### config.mk
export PLATFORM = sky130hd
export DESIGN_NAME = voltammetry_scan_sequencer_core
export DESIGN_NICKNAME = d
export VERILOG_FILES = /design/src/rtl/core/vss_pkg.sv /design/src/rtl/core/vss_cfg_regs.sv /design/src/rtl/core/vss_engine.sv /design/src/rtl/core/voltammetry_scan_sequencer_core.sv
export SDC_FILE = /design/constraint.sdc
export NUM_CORES = 1
export LEC_CHECK = 0
export BUFFER_PORTS_ARGS = -buffer_cell sky130_fd_sc_hd__buf_2
export CORE_MARGIN = 4
export CORE_UTILIZATION = 50
export CTS_CLUSTER_SIZE = 20
export DETAILED_ROUTE_END_ITERATION = 8
export MAX_ROUTING_LAYER = met4
export PLACE_DENSITY = 0.66
export RECOVER_POWER = 50
export SYNTH_ARGS = -nofsm -noshare
export SYNTH_HDL_FRONTEND = slang
export SYNTH_SLANG_ARGS = --single-unit
### constraint.sdc
create_clock -name clk_i -period 11.4 [get_ports clk_i]
set_input_delay 1.14 -clock clk_i [delete_from_list [all_inputs] [get_ports clk_i]]
set_output_delay 1.14 -clock clk_i [all_outputs]
set_load 0.1 [all_outputs]
### src/rtl/core/vss_pkg.sv
package vss_pkg;

  // Fixed field widths
  localparam int unsigned DacBitsDef = 16;
  localparam int unsigned StepW      = 10;
  localparam int unsigned PeriodW    = 10;
  localparam int unsigned IncW       = 16;
  localparam int unsigned BlkW       = 17;
  localparam int unsigned AccW       = 18;
  localparam int unsigned SampleW    = 16;
  localparam int unsigned ModeW      = 3;
  localparam int unsigned CfgIdxW    = 3;
  localparam int unsigned CfgDataW   = 16;

  // Limits and reset values
  localparam logic [StepW-1:0]   MaxSteps       = 10'd1000;
  localparam logic [PeriodW-1:0] PeriodMin      = 10'd15;
  localparam logic [PeriodW-1:0] PeriodMax      = 10'd1000;
  localparam logic [PeriodW-1:0] BasePeriodRst  = 10'd25;
  localparam logic [IncW-1:0]    RefStepOddRst  = 16'd29;
  localparam int unsigned        RefLevelRst    = 6581;
  localparam int unsigned        WorkLevelRst   = 21081;

  typedef enum logic [ModeW-1:0] {
    ModeTick    = 3'd0,
    ModeStart   = 3'd1,
    ModeHalt    = 3'd2,
    ModeSetRef  = 3'd3,
    ModeSetWork = 3'd4
  } mode_e;

  typedef enum logic [CfgIdxW-1:0] {
    CfgRefStepOdd   = 3'd0,
    CfgRefStepEven  = 3'd1,
    CfgWorkStepOdd  = 3'd2,
    CfgWorkStepEven = 3'd3,
    CfgStepLimit    = 3'd4,
    CfgBasePeriod   = 3'd5,
    CfgPulsePeriod  = 3'd6
  } cfg_idx_e;

  // Register file contents plus the base-period load strobe and value
  typedef struct packed {
    logic [IncW-1:0]    ref_step_odd;
    logic [IncW-1:0]    ref_step_even;
    logic [IncW-1:0]    work_step_odd;
    logic [IncW-1:0]    work_step_even;
    logic [StepW-1:0]   step_limit;
    logic [PeriodW-1:0] base_period;
    logic [PeriodW-1:0] pulse_period;
    logic               period_load;
    logic [PeriodW-1:0] period_value;
  } cfg_t;

  // Result fields that do not scale with the DAC width
  typedef struct packed {
    logic               levels_changed;
    logic [SampleW-1:0] odd_sample;
    logic [SampleW-1:0] even_sample;
    logic               pair_ready;
    logic [StepW-1:0]   pair_step;
    logic               scan_running;
    logic               scan_done;
    logic [PeriodW-1:0] period_ms;
  } status_t;

  function automatic logic [PeriodW-1:0] clamp_period(logic [PeriodW-1:0] v);
    logic [PeriodW-1:0] r;
    r = v;
    if (v < PeriodMin) r = PeriodMin;
    else if (v > PeriodMax) r = PeriodMax;
    return r;
  endfunction

endpackage

### src/rtl/core/vss_cfg_regs.sv
module vss_cfg_regs (
  input  logic                          clk_i,
  input  logic                          rst_ni,
  input  logic                          wr_en_i,
  input  logic [vss_pkg::CfgIdxW-1:0]   wr_idx_i,
  input  logic [vss_pkg::CfgDataW-1:0]  wr_data_i,
  output vss_pkg::cfg_t                 cfg_o
);
  import vss_pkg::*;

  logic [IncW-1:0]    ref_odd_q, ref_even_q, work_odd_q, work_even_q;
  logic [StepW-1:0]   limit_q;
  logic [PeriodW-1:0] base_q, pulse_q;

  logic [PeriodW-1:0] v10;
  logic [StepW-1:0]   limit_clamped;
  logic [PeriodW-1:0] period_clamped;
  logic               base_wr;

  assign v10            = wr_data_i[PeriodW-1:0];
  assign period_clamped = clamp_period(v10);
  assign base_wr        = wr_en_i && (wr_idx_i == CfgBasePeriod);

  always_comb begin
    limit_clamped = wr_data_i[StepW-1:0];
    if (limit_clamped == '0) limit_clamped = StepW'(1);
    else if (limit_clamped > MaxSteps) limit_clamped = MaxSteps;
  end

  always_ff @(posedge clk_i or negedge rst_ni) begin
    if (!rst_ni) begin
      ref_odd_q   <= RefStepOddRst;
      ref_even_q  <= '0;
      work_odd_q  <= '0;
      work_even_q <= '0;
      limit_q     <= MaxSteps;
      base_q      <= BasePeriodRst;
      pulse_q     <= '0;
    end else if (wr_en_i) begin
      case (wr_idx_i)
        CfgRefStepOdd:   ref_odd_q   <= wr_data_i;
        CfgRefStepEven:  ref_even_q  <= wr_data_i;
        CfgWorkStepOdd:  work_odd_q  <= wr_data_i;
        CfgWorkStepEven: work_even_q <= wr_data_i;
        CfgStepLimit:    limit_q     <= limit_clamped;
        CfgBasePeriod:   base_q      <= period_clamped;
        CfgPulsePeriod:  pulse_q     <= (v10 == '0) ? '0 : period_clamped;
        default: ;
      endcase
    end
  end

  assign cfg_o.ref_step_odd   = ref_odd_q;
  assign cfg_o.ref_step_even  = ref_even_q;
  assign cfg_o.work_step_odd  = work_odd_q;
  assign cfg_o.work_step_even = work_even_q;
  assign cfg_o.step_limit     = limit_q;
  assign cfg_o.base_period    = base_q;
  assign cfg_o.pulse_period   = pulse_q;
  assign cfg_o.period_load    = base_wr;
  assign cfg_o.period_value   = period_clamped;

endmodule

### src/rtl/core/vss_engine.sv
module vss_engine #(
  parameter int unsigned DAC_BITS = vss_pkg::DacBitsDef
) (
  input  logic                          clk_i,
  input  logic                          rst_ni,
  input  logic                          fire_i,
  input  logic [vss_pkg::ModeW-1:0]     mode_i,
  input  logic [vss_pkg::BlkW-1:0]      blk_i,
  input  logic [DAC_BITS-1:0]           lvl_i,
  input  vss_pkg::cfg_t                 cfg_i,
  output logic [DAC_BITS-1:0]           ref_level_o,
  output logic [DAC_BITS-1:0]           work_level_o,
  output vss_pkg::status_t              status_o
);
  import vss_pkg::*;

  localparam int unsigned SumW = ((DAC_BITS > IncW + 1) ? DAC_BITS : IncW + 1) + 2;

  logic               half_q, half_d;
  logic [AccW-1:0]    acc_q, acc_d;
  logic [DAC_BITS-1:0] ref_q, ref_d, work_q, work_d;
  logic [StepW-1:0]   step_q, step_d;
  logic               run_q, run_d;
  logic               flip_q, flip_d;
  logic [SampleW-1:0] odd_q, odd_d, even_q, even_d;
  logic [StepW-1:0]   pstep_q, pstep_d;
  logic [PeriodW-1:0] period_q, period_d;

  logic               changed, ready, done;
  logic [AccW-1:0]    sum;
  logic [StepW-1:0]   step_inc, mid_step;
  logic               even;
  logic [IncW-1:0]    ri_sel, wi_sel;
  logic signed [IncW:0] ri, wi;
  logic               dpv_on;

  // Level plus signed increment, clipped to the DAC range
  function automatic logic [DAC_BITS-1:0] sat_add(logic [DAC_BITS-1:0] lvl,
                                                  logic signed [IncW:0] inc);
    logic signed [SumW-1:0] t;
    logic [DAC_BITS-1:0]    r;
    t = $signed({{(SumW-DAC_BITS){1'b0}}, lvl}) + $signed({{(SumW-IncW-1){inc[IncW]}}, inc});
    if (t[SumW-1]) r = '0;
    else if (|t[SumW-2:DAC_BITS]) r = '1;
    else r = t[DAC_BITS-1:0];
    return r;
  endfunction

  assign sum      = acc_q + AccW'(blk_i);
  assign step_inc = step_q + StepW'(1);
  assign mid_step = (cfg_i.step_limit >> 1) + StepW'(1);
  assign dpv_on   = (cfg_i.pulse_period != '0);

  always_comb begin
    half_d   = half_q;
    acc_d    = acc_q;
    ref_d    = ref_q;
    work_d   = work_q;
    step_d   = step_q;
    run_d    = run_q;
    flip_d   = flip_q;
    odd_d    = odd_q;
    even_d   = even_q;
    pstep_d  = pstep_q;
    period_d = period_q;
    changed  = 1'b0;
    ready    = 1'b0;
    done     = 1'b0;
    even     = 1'b0;
    ri_sel   = '0;
    wi_sel   = '0;
    ri       = '0;
    wi       = '0;
    case (mode_i)
      ModeTick: begin
        half_d = ~half_q;
        if (!half_q) begin
          // main half: close the sample, advance the scan
          if (run_q) begin
            step_d = step_inc;
            if (step_inc > cfg_i.step_limit) begin
              run_d = 1'b0;
              done  = 1'b1;
            end
            if (step_inc == mid_step) flip_d = ~flip_q;
          end
          if (run_d) begin
            even   = ~step_d[0];
            ri_sel = even ? cfg_i.ref_step_even : cfg_i.ref_step_odd;
            wi_sel = even ? cfg_i.work_step_even : cfg_i.work_step_odd;
            ri     = $signed({ri_sel[IncW-1], ri_sel});
            wi     = $signed({wi_sel[IncW-1], wi_sel});
            if (flip_d) ri = -ri;
            ref_d   = sat_add(ref_q, ri);
            work_d  = sat_add(work_q, wi);
            changed = 1'b1;
            if (even) begin
              even_d  = sum[AccW-1:2];
              pstep_d = step_q;
              ready   = 1'b1;
              if (dpv_on) period_d = cfg_i.base_period;
            end else begin
              odd_d = sum[AccW-1:2];
              if (dpv_on) period_d = cfg_i.pulse_period;
            end
          end
          if (done && dpv_on) period_d = cfg_i.base_period;
          acc_d = '0;
        end else begin
          acc_d = sum;
        end
      end
      ModeStart: begin
        run_d  = 1'b1;
        step_d = '0;
      end
      ModeHalt: begin
        run_d  = 1'b0;
        step_d = '0;
        if (dpv_on) period_d = cfg_i.base_period;
      end
      ModeSetRef: begin
        ref_d   = lvl_i;
        changed = 1'b1;
      end
      ModeSetWork: begin
        work_d  = lvl_i;
        changed = 1'b1;
      end
      default: ;
    endcase
  end

  always_ff @(posedge clk_i or negedge rst_ni) begin
    if (!rst_ni) begin
      half_q   <= 1'b0;
      acc_q    <= '0;
      ref_q    <= DAC_BITS'(RefLevelRst);
      work_q   <= DAC_BITS'(WorkLevelRst);
      step_q   <= '0;
      run_q    <= 1'b0;
      flip_q   <= 1'b0;
      odd_q    <= '0;
      even_q   <= '0;
      pstep_q  <= '0;
      period_q <= BasePeriodRst;
    end else begin
      if (fire_i) begin
        half_q  <= half_d;
        acc_q   <= acc_d;
        ref_q   <= ref_d;
        work_q  <= work_d;
        step_q  <= step_d;
        run_q   <= run_d;
        flip_q  <= flip_d;
        odd_q   <= odd_d;
        even_q  <= even_d;
        pstep_q <= pstep_d;
      end
      if (cfg_i.period_load) period_q <= cfg_i.period_value;
      else if (fire_i) period_q <= period_d;
    end
  end

  assign ref_level_o             = ref_d;
  assign work_level_o            = work_d;
  assign status_o.levels_changed = changed;
  assign status_o.odd_sample     = odd_d;
  assign status_o.even_sample    = even_d;
  assign status_o.pair_ready     = ready;
  assign status_o.pair_step      = pstep_d;
  assign status_o.scan_running   = run_d;
  assign status_o.scan_done      = done;
  assign status_o.period_ms      = period_d;

  // The step counter only moves while a scan runs or on start and halt
  assert property (@(posedge clk_i) disable iff (!rst_ni)
    fire_i && !run_q && mode_i != ModeStart && mode_i != ModeHalt |=> $stable(step_q))
    else $error("step count moved outside a scan");

  // The count stops one past the limit, and the limit never exceeds its maximum
  assert property (@(posedge clk_i) disable iff (!rst_ni)
    step_q <= MaxSteps + StepW'(1))
    else $error("step count past its largest value");

  // The accumulator is cleared whenever the main half is taken
  assert property (@(posedge clk_i) disable iff (!rst_ni)
    fire_i && mode_i == ModeTick && !half_q |=> acc_q == '0 && half_q)
    else $error("accumulator not cleared on main half");

endmodule

### src/rtl/core/voltammetry_scan_sequencer_core.sv
// Path: an accepted beat goes from the input register to the result register.
// Throughput: one beat per cycle unless the output stalls; each step is one
//   pass of logic from input register through state update to result register.
// Reset (rst_ni low, asynchronous): scan idle, DAC levels 6581 / 21081,
//   config registers at their defaults, both pipeline registers empty.
module voltammetry_scan_sequencer_core #(
  parameter int unsigned DAC_BITS = vss_pkg::DacBitsDef
) (
  input  logic                          clk_i,
  input  logic                          rst_ni,
  // input channel
  input  logic                          in_valid_i,
  output logic                          in_stall_o,
  input  logic [vss_pkg::ModeW-1:0]     mode_i,
  input  logic [vss_pkg::BlkW-1:0]      adc_block_sum_i,
  input  logic [DAC_BITS-1:0]           level_value_i,
  // configuration write channel
  input  logic                          cfg_valid_i,
  output logic                          cfg_ready_o,
  input  logic [vss_pkg::CfgIdxW-1:0]   cfg_index_i,
  input  logic [vss_pkg::CfgDataW-1:0]  cfg_data_i,
  // result channel
  output logic                          out_valid_o,
  input  logic                          out_stall_i,
  output logic [DAC_BITS-1:0]           ref_level_o,
  output logic [DAC_BITS-1:0]           work_level_o,
  output logic                          levels_changed_o,
  output logic [vss_pkg::SampleW-1:0]   odd_sample_o,
  output logic [vss_pkg::SampleW-1:0]   even_sample_o,
  output logic                          pair_ready_o,
  output logic [vss_pkg::StepW-1:0]     pair_step_o,
  output logic                          scan_running_o,
  output logic                          scan_done_o,
  output logic [vss_pkg::PeriodW-1:0]   period_ms_o
);
  import vss_pkg::*;

  // Input register: holds one beat until the result register can take it.
  logic                 in_vld_q;
  logic [ModeW-1:0]     mode_q;
  logic [BlkW-1:0]      blk_q;
  logic [DAC_BITS-1:0]  lvl_q;

  // Result register
  logic                 out_vld_q;
  logic [DAC_BITS-1:0]  ref_q, work_q;
  status_t              status_q;

  logic                 in_take;
  logic                 fire;
  logic [DAC_BITS-1:0]  ref_nxt, work_nxt;
  status_t              status_nxt;
  cfg_t                 cfg;

  // Step the engine when a beat is waiting and the result slot frees up
  // this cycle (empty, or being drained downstream).
  assign fire       = in_vld_q && (!out_vld_q || !out_stall_i);
  assign in_stall_o = in_vld_q && !fire;
  assign in_take    = in_valid_i && !in_stall_o;

  // The user must write only with the datapath idle; unchecked, always taken.
  assign cfg_ready_o = 1'b1;

  vss_cfg_regs u_cfg (
    .clk_i     (clk_i),
    .rst_ni    (rst_ni),
    .wr_en_i   (cfg_valid_i && cfg_ready_o),
    .wr_idx_i  (cfg_index_i),
    .wr_data_i (cfg_data_i),
    .cfg_o     (cfg)
  );

  vss_engine #(
    .DAC_BITS (DAC_BITS)
  ) u_engine (
    .clk_i        (clk_i),
    .rst_ni       (rst_ni),
    .fire_i       (fire),
    .mode_i       (mode_q),
    .blk_i        (blk_q),
    .lvl_i        (lvl_q),
    .cfg_i        (cfg),
    .ref_level_o  (ref_nxt),
    .work_level_o (work_nxt),
    .status_o     (status_nxt)
  );

  always_ff @(posedge clk_i or negedge rst_ni) begin
    if (!rst_ni) begin
      in_vld_q  <= 1'b0;
      out_vld_q <= 1'b0;
    end else begin
      if (in_take) in_vld_q <= 1'b1;
      else if (fire) in_vld_q <= 1'b0;
      if (fire) out_vld_q <= 1'b1;
      else if (!out_stall_i) out_vld_q <= 1'b0;
    end
  end

  // payload registers, no reset
  always_ff @(posedge clk_i) begin
    if (in_take) begin
      mode_q <= mode_i;
      blk_q  <= adc_block_sum_i;
      lvl_q  <= level_value_i;
    end
    if (fire) begin
      ref_q    <= ref_nxt;
      work_q   <= work_nxt;
      status_q <= status_nxt;
    end
  end

  assign out_valid_o      = out_vld_q;
  assign ref_level_o      = ref_q;
  assign work_level_o     = work_q;
  assign levels_changed_o = status_q.levels_changed;
  assign odd_sample_o     = status_q.odd_sample;
  assign even_sample_o    = status_q.even_sample;
  assign pair_ready_o     = status_q.pair_ready;
  assign pair_step_o      = status_q.pair_step;
  assign scan_running_o   = status_q.scan_running;
  assign scan_done_o      = status_q.scan_done;
  assign period_ms_o      = status_q.period_ms;

  // Finishing a scan never moves the DAC levels
  assert property (@(posedge clk_i) disable iff (!rst_ni)
    out_vld_q && status_q.scan_done |-> !status_q.scan_running && !status_q.levels_changed)
    else $error("scan end beat shows a running scan or a level change");

  // A completed pair always comes from a live scan step
  assert property (@(posedge clk_i) disable iff (!rst_ni)
    out_vld_q && status_q.pair_ready |-> status_q.levels_changed && status_q.scan_running)
    else $error("pair ready without a scan step");

  // A beat held back by a stalled output stays in the input register
  assert property (@(posedge clk_i) disable iff (!rst_ni)
    in_vld_q && !fire |=> in_vld_q && $stable(mode_q) && $stable(blk_q))
    else $error("waiting input beat lost");

  // The programmed period always lies in its legal range
  assert property (@(posedge clk_i) disable iff (!rst_ni)
    out_vld_q |-> status_q.period_ms >= PeriodMin && status_q.period_ms <= PeriodMax)
    else $error("tick period out of range");

endmodule
Word level (Yosys, flattened, before mapping) --
Cells that the tools add are included.
Cells by class: add/subtract/negate cells 6, order comparisons 3, equality and inequality tests 14, multiplexer cells 69, bitwise operators 4, reductions and logical operators 34
Operators with widths (number):
- $mux W16 | 18
- $mux W10 | 20
- $mux W17 | 4
- $pmux W16 S2 | 2
- $pmux W10 S2 | 2
- $mux W1 | 20
- $add A17 B16 Y18 | 1
- $add A17 B17 Y18 | 1
- $add A18 B17 Y18 | 1
- $mux W18 | 1
- $neg A16 Y17 | 1
- $reduce_and A2 Y1 | 8
- $eq A3 B2 Y1 const B | 4
- $eq A3 B3 Y1 const B | 4
- $add A10 B1 Y10 const B | 1
- $add A9 B1 Y10 const B | 1
- $eq A10 B10 Y1 | 1
- $gt A10 B10 Y1 | 1
- $gt A10 B10 Y1 const B | 1
- $logic_not A10 Y1 | 1
- $lt A10 B4 Y1 const B | 1
- $reduce_bool A10 Y1 | 1
- $reduce_or A2 Y1 | 5
- $eq A3 B1 Y1 const B | 2
- other kinds (13) | 28
Storage, ports and cells: flip-flop bits (word level) 335, input bits 60

Longest topological paths before layout --
Gate-level depths: netlist of run 1.
depth in word-level cells 17, gate-level depth with buffers 23, depth with buffers taken out 21

Hierarchy --
Synthesis of run 1 repeated with hierarchy kept, for this count alone.
Unflattened totals: cells, all modules 1630, area total of the unflattened synthesis 17722.0 um^2
Modules (own cells, without submodules):
- vss_engine | instances 1, cells an instance 1250, area an instance 10151.0 um^2, sequential area each 2900.3 um^2
- voltammetry_scan_sequencer_core | instances 1, cells an instance 134, area an instance 3827.4 um^2, sequential area each 3773.6 um^2
- vss_cfg_regs | instances 1, cells an instance 246, area an instance 3743.6 um^2, sequential area each 2368.5 um^2

Worst setup path after synthesis of run 1 --
Ideal clock, no wire load.
path type register to register, from reg u_engine.step_q[0], to reg ref_q[12] (netlist: ref_level_o[12]), data pin, arrival 4570 ps, required time 11125 ps, path slack 6554 ps, cell stages (with the launch flop) 22, buffers on the path 2, path through dfrtp_1 buf_6 nand3_4 o41a_1 or3_1 a211oi_2 and4_4 xnor2_1 nand2_1 o21a_1 ha_1 a211oi_1 o21ai_0 a31oi_1 o21ai_0 a41o_1 o21ba_2 nor2_1 nand2_1 nand2_1 buf_4 o221ai_1
Between the ends: cells in the longest elaborated chain, start to end 17, elaborated cells between the ends (all ways) 27, classes of those cells add/sub (3); order compare (1); eq/ne (1); mux (21); reduce/logical (1)
RTL lines:
- start, declared | RTL line vss_engine.sv:22 | logic [StepW-1:0] step_q, step_d;
- start signal, assigned | RTL line vss_engine.sv:153 | step_q <= step_d;
- $add A10 B1 Y10 | RTL line vss_engine.sv:50 | assign step_inc = step_q + StepW'(1);
- $mux W10 or $eq A10 B10 Y1 (tied branches) | RTL line vss_engine.sv:79, vss_engine.sv:85
- $mux W10 or $mux W1 (tied branches) | RTL line vss_engine.sv:77, vss_engine.sv:85
- $mux W10 or $mux W1 (tied branches) | RTL line vss_engine.sv:74, vss_engine.sv:79
- $mux W16 or $mux W1 (tied branches) | RTL line vss_engine.sv:89, vss_engine.sv:77
- $neg A16 Y17 or $mux W1 (tied branches) | RTL line vss_engine.sv:93, vss_engine.sv:74
- $mux W17 | RTL line vss_engine.sv:93 | if (flip_d) ri = -ri;
- $mux W17 | RTL line vss_engine.sv:87 | if (run_d) begin
- [... 2 more ...]
- $add A17 B17 Y18 | RTL line vss_engine.sv:42 | t = $signed({{(SumW-DAC_BITS){1'b0}}, lvl}) + $signed({{(SumW-IncW-1){inc[IncW]}}, inc});
- $reduce_or A2 Y1 | RTL line vss_engine.sv:44 | else if (|t[SumW-2:DAC_BITS]) r = '1;
- $mux W16 | RTL line vss_engine.sv:44
- $mux W16 | RTL line vss_engine.sv:43 | if (t[SumW-1]) r = '0;
- $mux W16 * | RTL line vss_engine.sv:87
- $mux W16 * | RTL line vss_engine.sv:77 | if (!half_q) begin
- $pmux W16 S2 * | RTL line vss_engine.sv:74 | case (mode_i)
- via ref_nxt[12] | RTL line voltammetry_scan_sequencer_core.sv:51 | logic [DAC_BITS-1:0] ref_nxt, work_nxt;
- end signal, assigned | RTL line voltammetry_scan_sequencer_core.sv:108 | ref_q <= ref_nxt;
- end, declared | RTL line voltammetry_scan_sequencer_core.sv:46 | logic [DAC_BITS-1:0] ref_q, work_q;
Mark *: on every way through the listed nets, which the timed path passes. The rest lies on a longest branch. The select of a mux whose other input is x is not followed. A chain may end at the register's enable or synchronous reset.

Final worst setup path of run 1 --
from in out_stall_i, to reg u_engine.acc_q[5]
Between the ends: cells in the longest elaborated chain, start to end 4
RTL lines:
- start, declared | RTL line voltammetry_scan_sequencer_core.sv:24 | input logic out_stall_i,
- $logic_not A1 Y1
- $logic_or A1 B1 Y1 | RTL line voltammetry_scan_sequencer_core.sv:57 | assign fire = in_vld_q && (!out_vld_q || !out_stall_i);
- $logic_and A1 B1 Y1 | RTL line voltammetry_scan_sequencer_core.sv:57
- $reduce_and A2 Y1 (no source line)
- end signal, assigned | RTL line vss_engine.sv:137 | acc_q <= '0;
- end signal, assigned | RTL line vss_engine.sv:150 | acc_q <= acc_d;
- end, declared | RTL line vss_engine.sv:20 | logic [AccW-1:0] acc_q, acc_d;
No other way between the ends.

==> results of run 1 <==
==> worst paths after layout <==
| path | from | end | slack, ns | cells past startpoint |
|---|---|---|---|---|
| min in group asynchronous | rst_ni | u_engine.pstep_q[9] | 1.88 | 1 |
| setup reg to reg | out_valid_o | u_engine.acc_q[5] | 3.61 | 7 |
| max in group asynchronous | rst_ni | u_engine.ref_q[9] | 3.87 | 2 |
| hold / removal | u_cfg.base_q[0] | u_cfg.base_q[0] | 0.46 | 2 |
| setup / recovery | out_stall_i | u_engine.acc_q[5] | 3.28 | 8 |
| hold reg to reg | u_cfg.base_q[0] | u_cfg.base_q[0] | 0.46 | 2 |
==> metrics by stage <==
stage	std cells	total power, mW	utilization (%)	hold slack (ns)
after floorplan	1635	3.95	-	0.425
after global placement	2194	4.57	54.0	0.441
after detailed placement	2194	4.60	54.0	0.447
after CTS	2262	5.80	57.5	0.461
after global routing	2262	6.17	57.3	0.496
final	2262	5.79	57.3	0.458
==> cell type report <==
cell class / count / area (um2)
Inverter: 40 / 151
Clock inverter: 16 / 135
Clock buffer: 52 / 1070
Multi-Input combinational cell: 1198 / 7940
Fill cell: 3018 / 14700
Timing Repair Buffer: 166 / 843
Sequential cell: 335 / 9040
Tap cell: 455 / 569
==> where the power goes <==
| part | internal [mW] | switching, mW |
|---|---|---|
| sequential | 1.59 | 0.227 |
| clock | 0.704 | 0.481 |
| combinational | 0.940 | 1.85 |
| total | 3.24 | 2.56 |
==> layer usage <==
metal,vias up,share of wire (%)
met5,-,0
met4,0,3.1
met3,95,5.6
met2,420,47
met1,6512,44
li1,6263,-
==> critical path: cells and delay by family <==
kind | cells | cell delay, ns
AND/OR/NAND/NOR | 4 | 2.27
AO/OA/AOI/OAI | 1 | 0.30
buffers and inverters | 3 | 4.79
==> cells by family (layout without fill, tap and decap cells) <==
kind of cell / count (synthesis) / in the layout / synth area share (%)
AND/OR/NAND/NOR: 502 / 502 / 12.5
other: 1 / 1 / 0.0216
AO/OA/AOI/OAI: 425 / 425 / 15.9
multiplexers: 129 / 129 / 8.26
XOR/XNOR: 75 / 75 / 4.07
adder cells (fa/ha/maj): 66 / 66 / 4.88
buffers and inverters: 102 / 274 / 2.40
flip-flops: 335 / 335 / 52.0
==> cell usage after synthesis (all sizes together), types with 10 or more instances <==
library cell	count	area share, %
a31oi	13	0.47
edfxtp	124	21
xnor2	50	2.5
mux2i	17	0.98
a22o	27	1.4
a21o	26	1.1
a21oi	72	2.1
ha	63	4.5
a22oi	31	1.3
nor3	30	0.86
nand2	266	5.7
dfrtp	180	26
o21ai	136	3.9
dfstp	31	4.7
buf	10	0.41
nor2	109	2.4
o21a	15	0.65
nand2b	12	0.43
nand3	28	0.88
xor2	24	1.4
o21bai	16	0.69
inv	39	0.84
o22ai	15	0.54
mux2	112	7.3
clkbuf	52	1.1
==> metrics, run 1 <==
port bufs 149; RSZ-0062 raised after global routing false; outcome finished with violations; Fin. Hold Viols 0; vias in the first global route 13200; Root Buffer clkbuf_16; CP startpoint kind primary input; Post-route DRC 0; Detailed Place HPWL 32.7 mm; Most used DFF post-synth dfrtp_1; Global Route Usage Sum 24.9%; vias 13300; biggest regs u_engine.acc_q x18, blk_q x17; worst skew pair latency 0.55 ns; skew final 0.0186 ns; flops & latches, synth 335; WP data arrival 8.55 ns; die span in y 194 um; Worst VDD drop 151 uV; sequence of cells on the critical path clkbuf_1, nand2_1, nand2_1, clkbuf_1, clkinvlp_2, nand2_1, nor2_1, a22o_1; max cap viols 7; Final min period 8.12 ns; # hold bufs at CTS 0; sequential fraction of the synthesis area 52.0%; CP Class primary input to register; clk buf depth 3; failing checks capacitance limit, slew limit; first-pass GRT wire length 73.5 mm; GRT Max-Usage Layer met2; syn nets 1761; cell repeated most along the worst path nand2_1; Worst-Margin Slew 4.45 ns; DR vias/cell 5.88; clk slew on worst S/H paths 0.06 ns; Syn Inst Count 1635; core footprint 34500 um2; syn avg cell area 10.6 um2; commonest non-fill, non-tap cells in the layout nand2_1 (266), dfrtp_1 (180), buf_2 (143); area of placed instances 18600 um2; largest net degree at the start of global routing 86; DR pass1 iterations 5; ANT cells 0; I/O pins 151; CTS sink cnt 335; final estimated routing congestion in global placement 0.968; Final setup viols 0; TritonCTS buffer count 37; GR met3 Demand/Resource 3.93%; Largest register FFs 18; Critical Path End Type register; Syn Std Cell Area 17400 um2; met2 usage 39.6%; CTS resizes 0; PD cells 293 nW/um2; Crit path largest cell delay 3.00 ns; num rows 68; Post-synth EDFFs 124; Design Area, Final 19800 um2; pre-CTS WS 5.36 ns; antenna viol nets, final 0; gr ovfl total 0; headroom to the max-slew limit -197%; Starting Density 50.4%; critical path's slowest cell clkinvlp_2; Biggest register u_engine.acc_q; yosys warns 0; 1st-iter DRT viols 986; Async SR Flop Fraction 63.0%; commonest non-fill, non-tap cell in the layout nand2_1; number of setup buffers added after CTS 0; H-tree levels 2; setup_tns 0 ns; total routed wirelength 46.2 mm; fin crit share 71.3%; count of pins over their slew limit 371; worst hold path class register to register; Area growth syn-to-layout 13.7%; final-stage net count 1904; die area 37800 um2; share of post-route cells with drive strength above 1 20.6%; met1 Use GR 33.2%; die width 194 um; fmax 123 MHz; Lkg Pwr 8.60 nW; drt wl/cell 20.4 um; initial antenna violation count 0; critical path required time 11.83 ns; final worst slack 3.28 ns; number of distinct library cells after synthesis 71; CTS tree built; Worst Path Max Fanout 59
(Power assumes the default switching activity.)
==> run 2, diff against run 1 <==
==> constraint.sdc (replaced) <==
create_clock -name clk_i -period 8.2 [get_ports clk_i]
set_input_delay 0.82 -clock clk_i [delete_from_list [all_inputs] [get_ports clk_i]]
set_output_delay 0.82 -clock clk_i [all_outputs]
set_load 0.1 [all_outputs]
==> metrics, run 2 (synthesis gave the netlist of run 1 again) <==
port bufs 149 (unchanged); Root Buffer clkbuf_16 (unchanged); critical path's slowest cell dfrtp_1 (was clkinvlp_2); biggest regs u_engine.acc_q x18, blk_q x17 (unchanged); # fillers 2964 (was 3018); vias in the first global route 13000 (was 13200); fin crit share 72.9%; RSZ-0062 raised after global routing false (unchanged); Worst VDD drop 227 uV (was 151 uV); Worst Path Max Fanout 25 (was 59); Starting Density 50.4% (unchanged); die span in y 194 um (unchanged); Global Route Usage Sum 25.0% (was 24.9%); Worst-Margin Slew 4.52 ns (was 4.45 ns); CP delay by family, top compound AO/OA/AOI/OAI gates (was buffers and inverters); clk slew on worst S/H paths 0.06 ns (about the same); first-pass GRT wire length 73.4 mm (was 73.5 mm); area of placed instances 18600 um2 (about the same); # hold bufs at CTS 0 (unchanged); Crit path largest cell delay 0.68 ns (was 3.00 ns); PD cells 408 nW/um2 (was 293 nW/um2); WP data arrival 6.42 ns (was 8.55 ns); CTS resizes 0 (unchanged); critical path required time 8.64 ns (was 11.83 ns); pre-CTS WS 2.29 ns (was 5.36 ns); DR vias/cell 5.88 (about the same); placed cells 2195 (was 2194); CTS sink cnt 335 (unchanged); share of post-route cells with drive strength above 1 20.7% (was 20.6%); crit path buf inv count 1 (was 3); Design Area, Final 19800 um2 (about the same); gr ovfl total 0 (unchanged); commonest non-fill, non-tap cells in the layout nand2_1 (266), dfrtp_1 (180), buf_2 (142) (was nand2_1 (266), dfrtp_1 (180), buf_2 (143)); 1st-iter DRT viols 1028 (was 986); max cap viols 5 (was 7); worst hold path class primary input to register (was register to register); vias 13300 (about the same); largest net degree at the start of global routing 83 (was 86); clk buf depth 3 (unchanged); number of setup buffers added after CTS 0 (unchanged); Largest register FFs 18 (unchanged); outcome finished with violations (unchanged); total routed wirelength 46.4 mm (was 46.2 mm); I/O pins 151 (unchanged); CP startpoint kind register (was primary input); hold slack final 0.443 ns (was 0.458 ns); core footprint 34500 um2 (unchanged); H-tree levels 2 (unchanged); die area 37800 um2 (unchanged); final worst slack 2.22 ns (was 3.28 ns); initial antenna violation count 0 (unchanged); drt wl/cell 20.5 um (was 20.4 um); Post-route DRC 0 (unchanged); Final setup viols 0 (unchanged); ANT cells 0 (unchanged); failing checks capacitance limit, slew limit (unchanged); headroom to the max-slew limit -201% (was -197%); setup_tns 0 ns (unchanged); count of pins over their slew limit 310 (was 371); skew final 0.0308 ns (was 0.0186 ns); non-filler instance count after layout 2264 (was 2262); commonest non-fill, non-tap cell in the layout nand2_1 (unchanged); Area growth syn-to-layout 13.8% (was 13.7%); num rows 68 (unchanged); Biggest register u_engine.acc_q (unchanged); worst skew pair latency 0.56 ns (was 0.55 ns); CP Class register to register (was primary input to register); sequence of cells on the critical path ha_1, nand4_1, or3_1, a211oi_1, a211oi_2, and4_4, xnor2_1, o21a_1, inv_1, fa_1, nor2b_1, o2111ai_1, a21boi_0, o311ai_0, a31oi_1, xor2_4, nor2_1, o31ai_1 (was clkbuf_1, nand2_1, nand2_1, clkbuf_1, clkinvlp_2, nand2_1, nor2_1, a22o_1); Critical Path End Type register (unchanged); die width 194 um (unchanged); final-stage net count 1906 (was 1904); antenna viol nets, final 0 (unchanged); DR pass1 iterations 5 (unchanged); Lkg Pwr 8.61 nW (was 8.60 nW); Detailed Place HPWL 32.9 mm (was 32.7 mm); Fin. Hold Viols 0 (unchanged); TritonCTS buffer count 38 (was 37); final estimated routing congestion in global placement 0.979 (was 0.968); fmax 167 MHz; CTS tree built (unchanged); Final min period 5.98 ns
run 2: cell type report:
| cell class | count | area, um2 | share of cell area (%) |
|---|---|---|---|
| inverters | 40 | 151 | 0.765 |
| multi-input cells | 1198 | 7950 | 40.2 |
| flip-flops and latches | 335 | 9040 | 45.7 |
| well taps | 455 | 569 | 2.88 |
| repair buffers | 167 | 860 | 4.34 |
| clock inverters | 13 | 119 | 0.601 |
| clock buffers | 56 | 1090 | 5.51 |
run 2: metal layers:
layer | track usage [%] | vias up | part of all wire, %
li1 | - | 6260 | -
met1 | 33.9 | 6481 | 44
met2 | 38.6 | 455 | 47
met3 | 3.38 | 105 | 5.3
met4 | 9.69 | 0 | 4.0
met5 | - | - | 0
run 2: where the power goes:
group	internal, mW	total, mW	switching (mW)
sequential	2.21	2.53	0.312
combinational	1.31	3.89	2.58
clock	0.983	1.66	0.680
run 2: stage by stage:
| step | power, mW | utilization, % |
|---|---|---|
| finish | 8.07 | 57.4 |
| global route | 8.61 | 57.4 |
| CTS | 8.09 | 57.5 |
| detailed placement | 6.40 | 54.0 |
| global placement | 6.35 | 54.0 |
| floorplan | 5.50 | - |
run 2: final timing paths:
| kind | start | slack (ns) | depth (start not counted) | to |
|---|---|---|---|---|
| max in group asynchronous | rst_ni | 2.70 | 2 | u_engine.ref_q[14] |
| hold / removal | level_value_i[9] | 0.44 | 1 | lvl_q[9] |
| min in group asynchronous | rst_ni | 1.89 | 1 | u_engine.pstep_q[7] |
| hold reg to reg | u_engine.pstep_q[0] | 0.46 | 1 | u_engine.pstep_q[0] |
| setup / recovery | u_engine.step_q[0] | 2.22 | 18 | u_engine.ref_q[13] |
| setup reg to reg | u_engine.step_q[0] | 2.22 | 18 | u_engine.ref_q[13] |
==> run 3, diff against run 2 <==
--- a/config.mk
+++ b/config.mk
@@ -5,13 +5,14 @@
 export SDC_FILE = /design/constraint.sdc
 export NUM_CORES = 1
 export LEC_CHECK = 0
+export ABC_AREA = 1
 export BUFFER_PORTS_ARGS = -buffer_cell sky130_fd_sc_hd__buf_2
 export CORE_MARGIN = 4
 export CORE_UTILIZATION = 50
 export CTS_CLUSTER_SIZE = 20
 export DETAILED_ROUTE_END_ITERATION = 8
 export MAX_ROUTING_LAYER = met4
-export PLACE_DENSITY = 0.66
+export PLACE_DENSITY = 0.68
 export RECOVER_POWER = 50
 export SYNTH_ARGS = -nofsm -noshare
 export SYNTH_HDL_FRONTEND = slang
==> constraint.sdc (replaced) <==
create_clock -name clk_i -period 5.3 [get_ports clk_i]
set_input_delay 0.53 -clock clk_i [delete_from_list [all_inputs] [get_ports clk_i]]
set_output_delay 0.53 -clock clk_i [all_outputs]
set_load 0.1 [all_outputs]
==> metrics, run 3 <==
top cells by count, synth nand2_1 (670), o21ai_0 (255), inv_1 (231) (was nand2_1 (266), dfrtp_1 (180), edfxtp_1 (124)); share of post-route cells with drive strength above 1 12.9% (was 20.7%); Most used DFF post-synth dfrtp_1 (unchanged); CP startpoint kind register (unchanged); max cap viols 1 (was 5); port bufs 149 (unchanged); DR pass1 iterations 7 (was 5); first-pass GRT wire length 78.3 mm (was 73.4 mm); number of distinct library cells after synthesis 56 (was 71); Worst-Margin Slew 2.74 ns (was 4.52 ns); Syn Inst Count 2162 (was 1635); 1st-iter DRT viols 1158 (was 1028); fmax 208 MHz (was 167 MHz); outcome finished with violations (unchanged); Syn Std Cell Area 18000 um2 (was 17400 um2); CTS tree built (unchanged); R2R depth 30 (was 18); RSZ-0062 raised after global routing false (unchanged); cell repeated most along the worst path nand2_1; clk buf depth 3 (unchanged); top cell type's share of synthesized area 25.0% (was 25.9%); PD cells 561 nW/um2 (was 408 nW/um2); sw frac 44.1% (was 44.2%); R2R Setup Slk 0.49 ns (was 2.22 ns); total routed wirelength 49.5 mm (was 46.4 mm); Setup crit end ref_level_o[13] (was u_engine.ref_q[13]); Sequential Power Share 33.2% (was 31.3%); final-stage net count 2422 (was 1906); met3 routed WL 2.94 mm (was 2.46 mm); final estimated routing congestion in global placement 0.892 (was 0.979); TritonCTS buffer count 38 (unchanged); Fin. Hold Viols 0 (unchanged); count of pins over their slew limit 101 (was 310); Biggest register u_engine.acc_q (unchanged); WP data arrival 5.10 ns (was 6.42 ns); RR Endpoint ref_level_o[13] (was u_engine.ref_q[13]); Clk network pwr share 23.0% (was 20.6%); Post-route DRC 0 (unchanged); failing checks capacitance limit, slew limit (unchanged); critical path required time 5.60 ns (was 8.64 ns); headroom to the max-slew limit -82.8% (was -201%); met2 WL 22.2 mm (was 21.8 mm); CTS sink cnt 335 (unchanged); Largest register FFs 18 (unchanged); pre-CTS WS 0.336 ns (was 2.29 ns); largest net degree at the start of global routing 172 (was 83); power share of the combinational group 43.7% (was 48.1%); syn nets 2288 (was 1761); biggest regs u_engine.acc_q x18, blk_q x17 (unchanged); Worst VDD drop 421 uV (was 227 uV); antenna viol nets, final 0 (unchanged); cell with the most instances after synthesis nand2_1 (unchanged); commonest non-fill, non-tap cells in the layout nand2_1 (669), o21ai_0 (252), inv_1 (230) (was nand2_1 (266), dfrtp_1 (180), buf_2 (142)); Post-synth EDFFs 124 (unchanged); die area 39200 um2 (was 37800 um2); Area growth syn-to-layout 13.5% (was 13.8%); drt wl/cell 17.8 um (was 20.5 um); sw power 5.07 mW (was 3.57 mW); vias 15100 (was 13300); die span in y 198 um (was 194 um); gr ovfl total 0 (unchanged); Worst Path Max Fanout 10 (was 25); yosys warns 0 (unchanged); skew final 0.0206 ns (was 0.0308 ns); Lkg Pwr 9.75 nW (was 8.61 nW); CP startpoint u_cfg.limit_q[1] (was u_engine.step_q[0]); DR top layer met4 (unchanged); Critical Path End Type register (unchanged); M1 WL 23.4 mm (was 20.3 mm); ANT cells 0 (unchanged); syn avg cell area 8.35 um2 (was 10.6 um2); flops & latches, synth 335 (unchanged); DR vias/cell 5.43 (was 5.88); worst skew pair latency 0.55 ns (was 0.56 ns); Async SR Flop Fraction 63.0% (unchanged); Detailed Place HPWL 35.1 mm (was 32.9 mm); worst hold path class primary input to register (unchanged); H-tree levels 2 (unchanged); setup_tns 0 ns (unchanged); internal power 6.42 mW (was 4.51 mW); initial antenna violation count 0 (unchanged); fin crit share 90.7% (was 72.9%); critical path's slowest cell dfrtp_1 (unchanged); Root Buffer clkbuf_16 (unchanged); CP Class register to register (unchanged); Final setup viols 0 (unchanged); Yosys top cell by area dfrtp_1 (unchanged); RR Startpoint u_cfg.limit_q[1] (was u_engine.step_q[0]); Crit path largest cell delay 0.42 ns (was 0.68 ns); Starting Density 50.7% (was 50.4%); commonest non-fill, non-tap cell in the layout nand2_1 (unchanged); I/O pins 151 (unchanged); Final min period 4.81 ns (was 5.98 ns); core footprint 35600 um2 (was 34500 um2); vias in the first global route 14200 (was 13000); final worst slack 0.494 ns (was 2.22 ns); sequential fraction of the synthesis area 50.1% (was 52.0%); synth top area cells dfrtp_1 (25%), edfxtp_1 (21%), nand2_1 (14%) (was dfrtp_1 (26%), edfxtp_1 (21%), mux2_2 (7.2%)); clk slew on worst S/H paths 0.06 ns (about the same); Global Route Usage Sum 25.8% (was 25.0%); die width 198 um (was 194 um); num rows 69 (was 68); Design Power 11.5 mW (was 8.07 mW)
## run 3: cell type report
class,instances,area (um2)
clock buffer,53,1110
clock inverter,17,156
fill,3249,15100
inverter,245,930
multi-input combinational,1503,7730
sequential,335,9040
tap,461,577
timing repair buffer,173,938
## run 3: metal layers
| metal | track usage [%] | up-vias |
|---|---|---|
| li1 | - | 7434 |
| met1 | 38.1 | 7175 |
| met2 | 38.3 | 466 |
| met3 | 3.05 | 59 |
| met4 | 6.40 | 0 |
| met5 | - | - |
## run 3: worst min path at each step
stage,startpoint,to,slack [ns],cells after the start
after floorplan,rst_ni,in_vld_q,0.23,0
after global placement,u_engine.pstep_q[0],u_engine.pstep_q[0],0.44,2
after detailed placement,u_engine.pstep_q[0],u_engine.pstep_q[0],0.44,2
after CTS,rst_ni,u_engine.acc_q[0],0.1,1
after global routing,adc_block_sum_i[11],blk_q[11],0.14,1
final,adc_block_sum_i[16],blk_q[16],0.15,1
## run 3: kinds of logic (layout without fill, tap and decap cells)
kind of cell | count (synthesis) | in the layout | share of synthesized area [%]
simple gates | 918 | 918 | 20.8
compound gates | 454 | 454 | 14.1
flops | 335 | 335 | 50.1
buf+inv | 324 | 488 | 7.08
fa+ha+maj | 66 | 66 | 4.70
xor+xnor | 58 | 58 | 2.81
mux | 6 | 6 | 0.333
other cells | 1 | 1 | 0.0208
## run 3: what timing repair did
action | in CTS | in global routing
setup endpoints to repair | 0 | 32
hold buffers | 0 | 0
resized for setup | 0 | 4
setup buffers | 0 | 0
## run 3: power groups by stage
stage	registers [mW]	clock network (mW)	logic, mW
floorplan	4.52	0	3.06
global placement	3.82	0	4.95
detailed placement	3.84	0	4.99
CTS	3.80	2.71	5.02
global route	3.87	2.82	5.59
finish	3.81	2.65	5.03
## run 3: metrics by stage
stage	utilization [%]	hold WS [ns]	instances	area [um2]
floorplan	-	0.234	2162	18000
global placement	54.2	0.437	2717	19300
detailed placement	54.2	0.440	2717	19300
CTS	57.7	0.0997	2787	20500
global route	57.6	0.135	2787	20500
finish	57.6	0.149	2787	20500
## run 3: worst max-delay path: cells and delay by family (launching register included)
family / cells / cell delay [ns]
compound gates: 5 / 1.13
xor+xnor: 2 / 0.28
fa+ha+maj: 2 / 0.60
buf+inv: 3 / 0.20
flops: 1 / 0.42
simple gates: 18 / 1.92
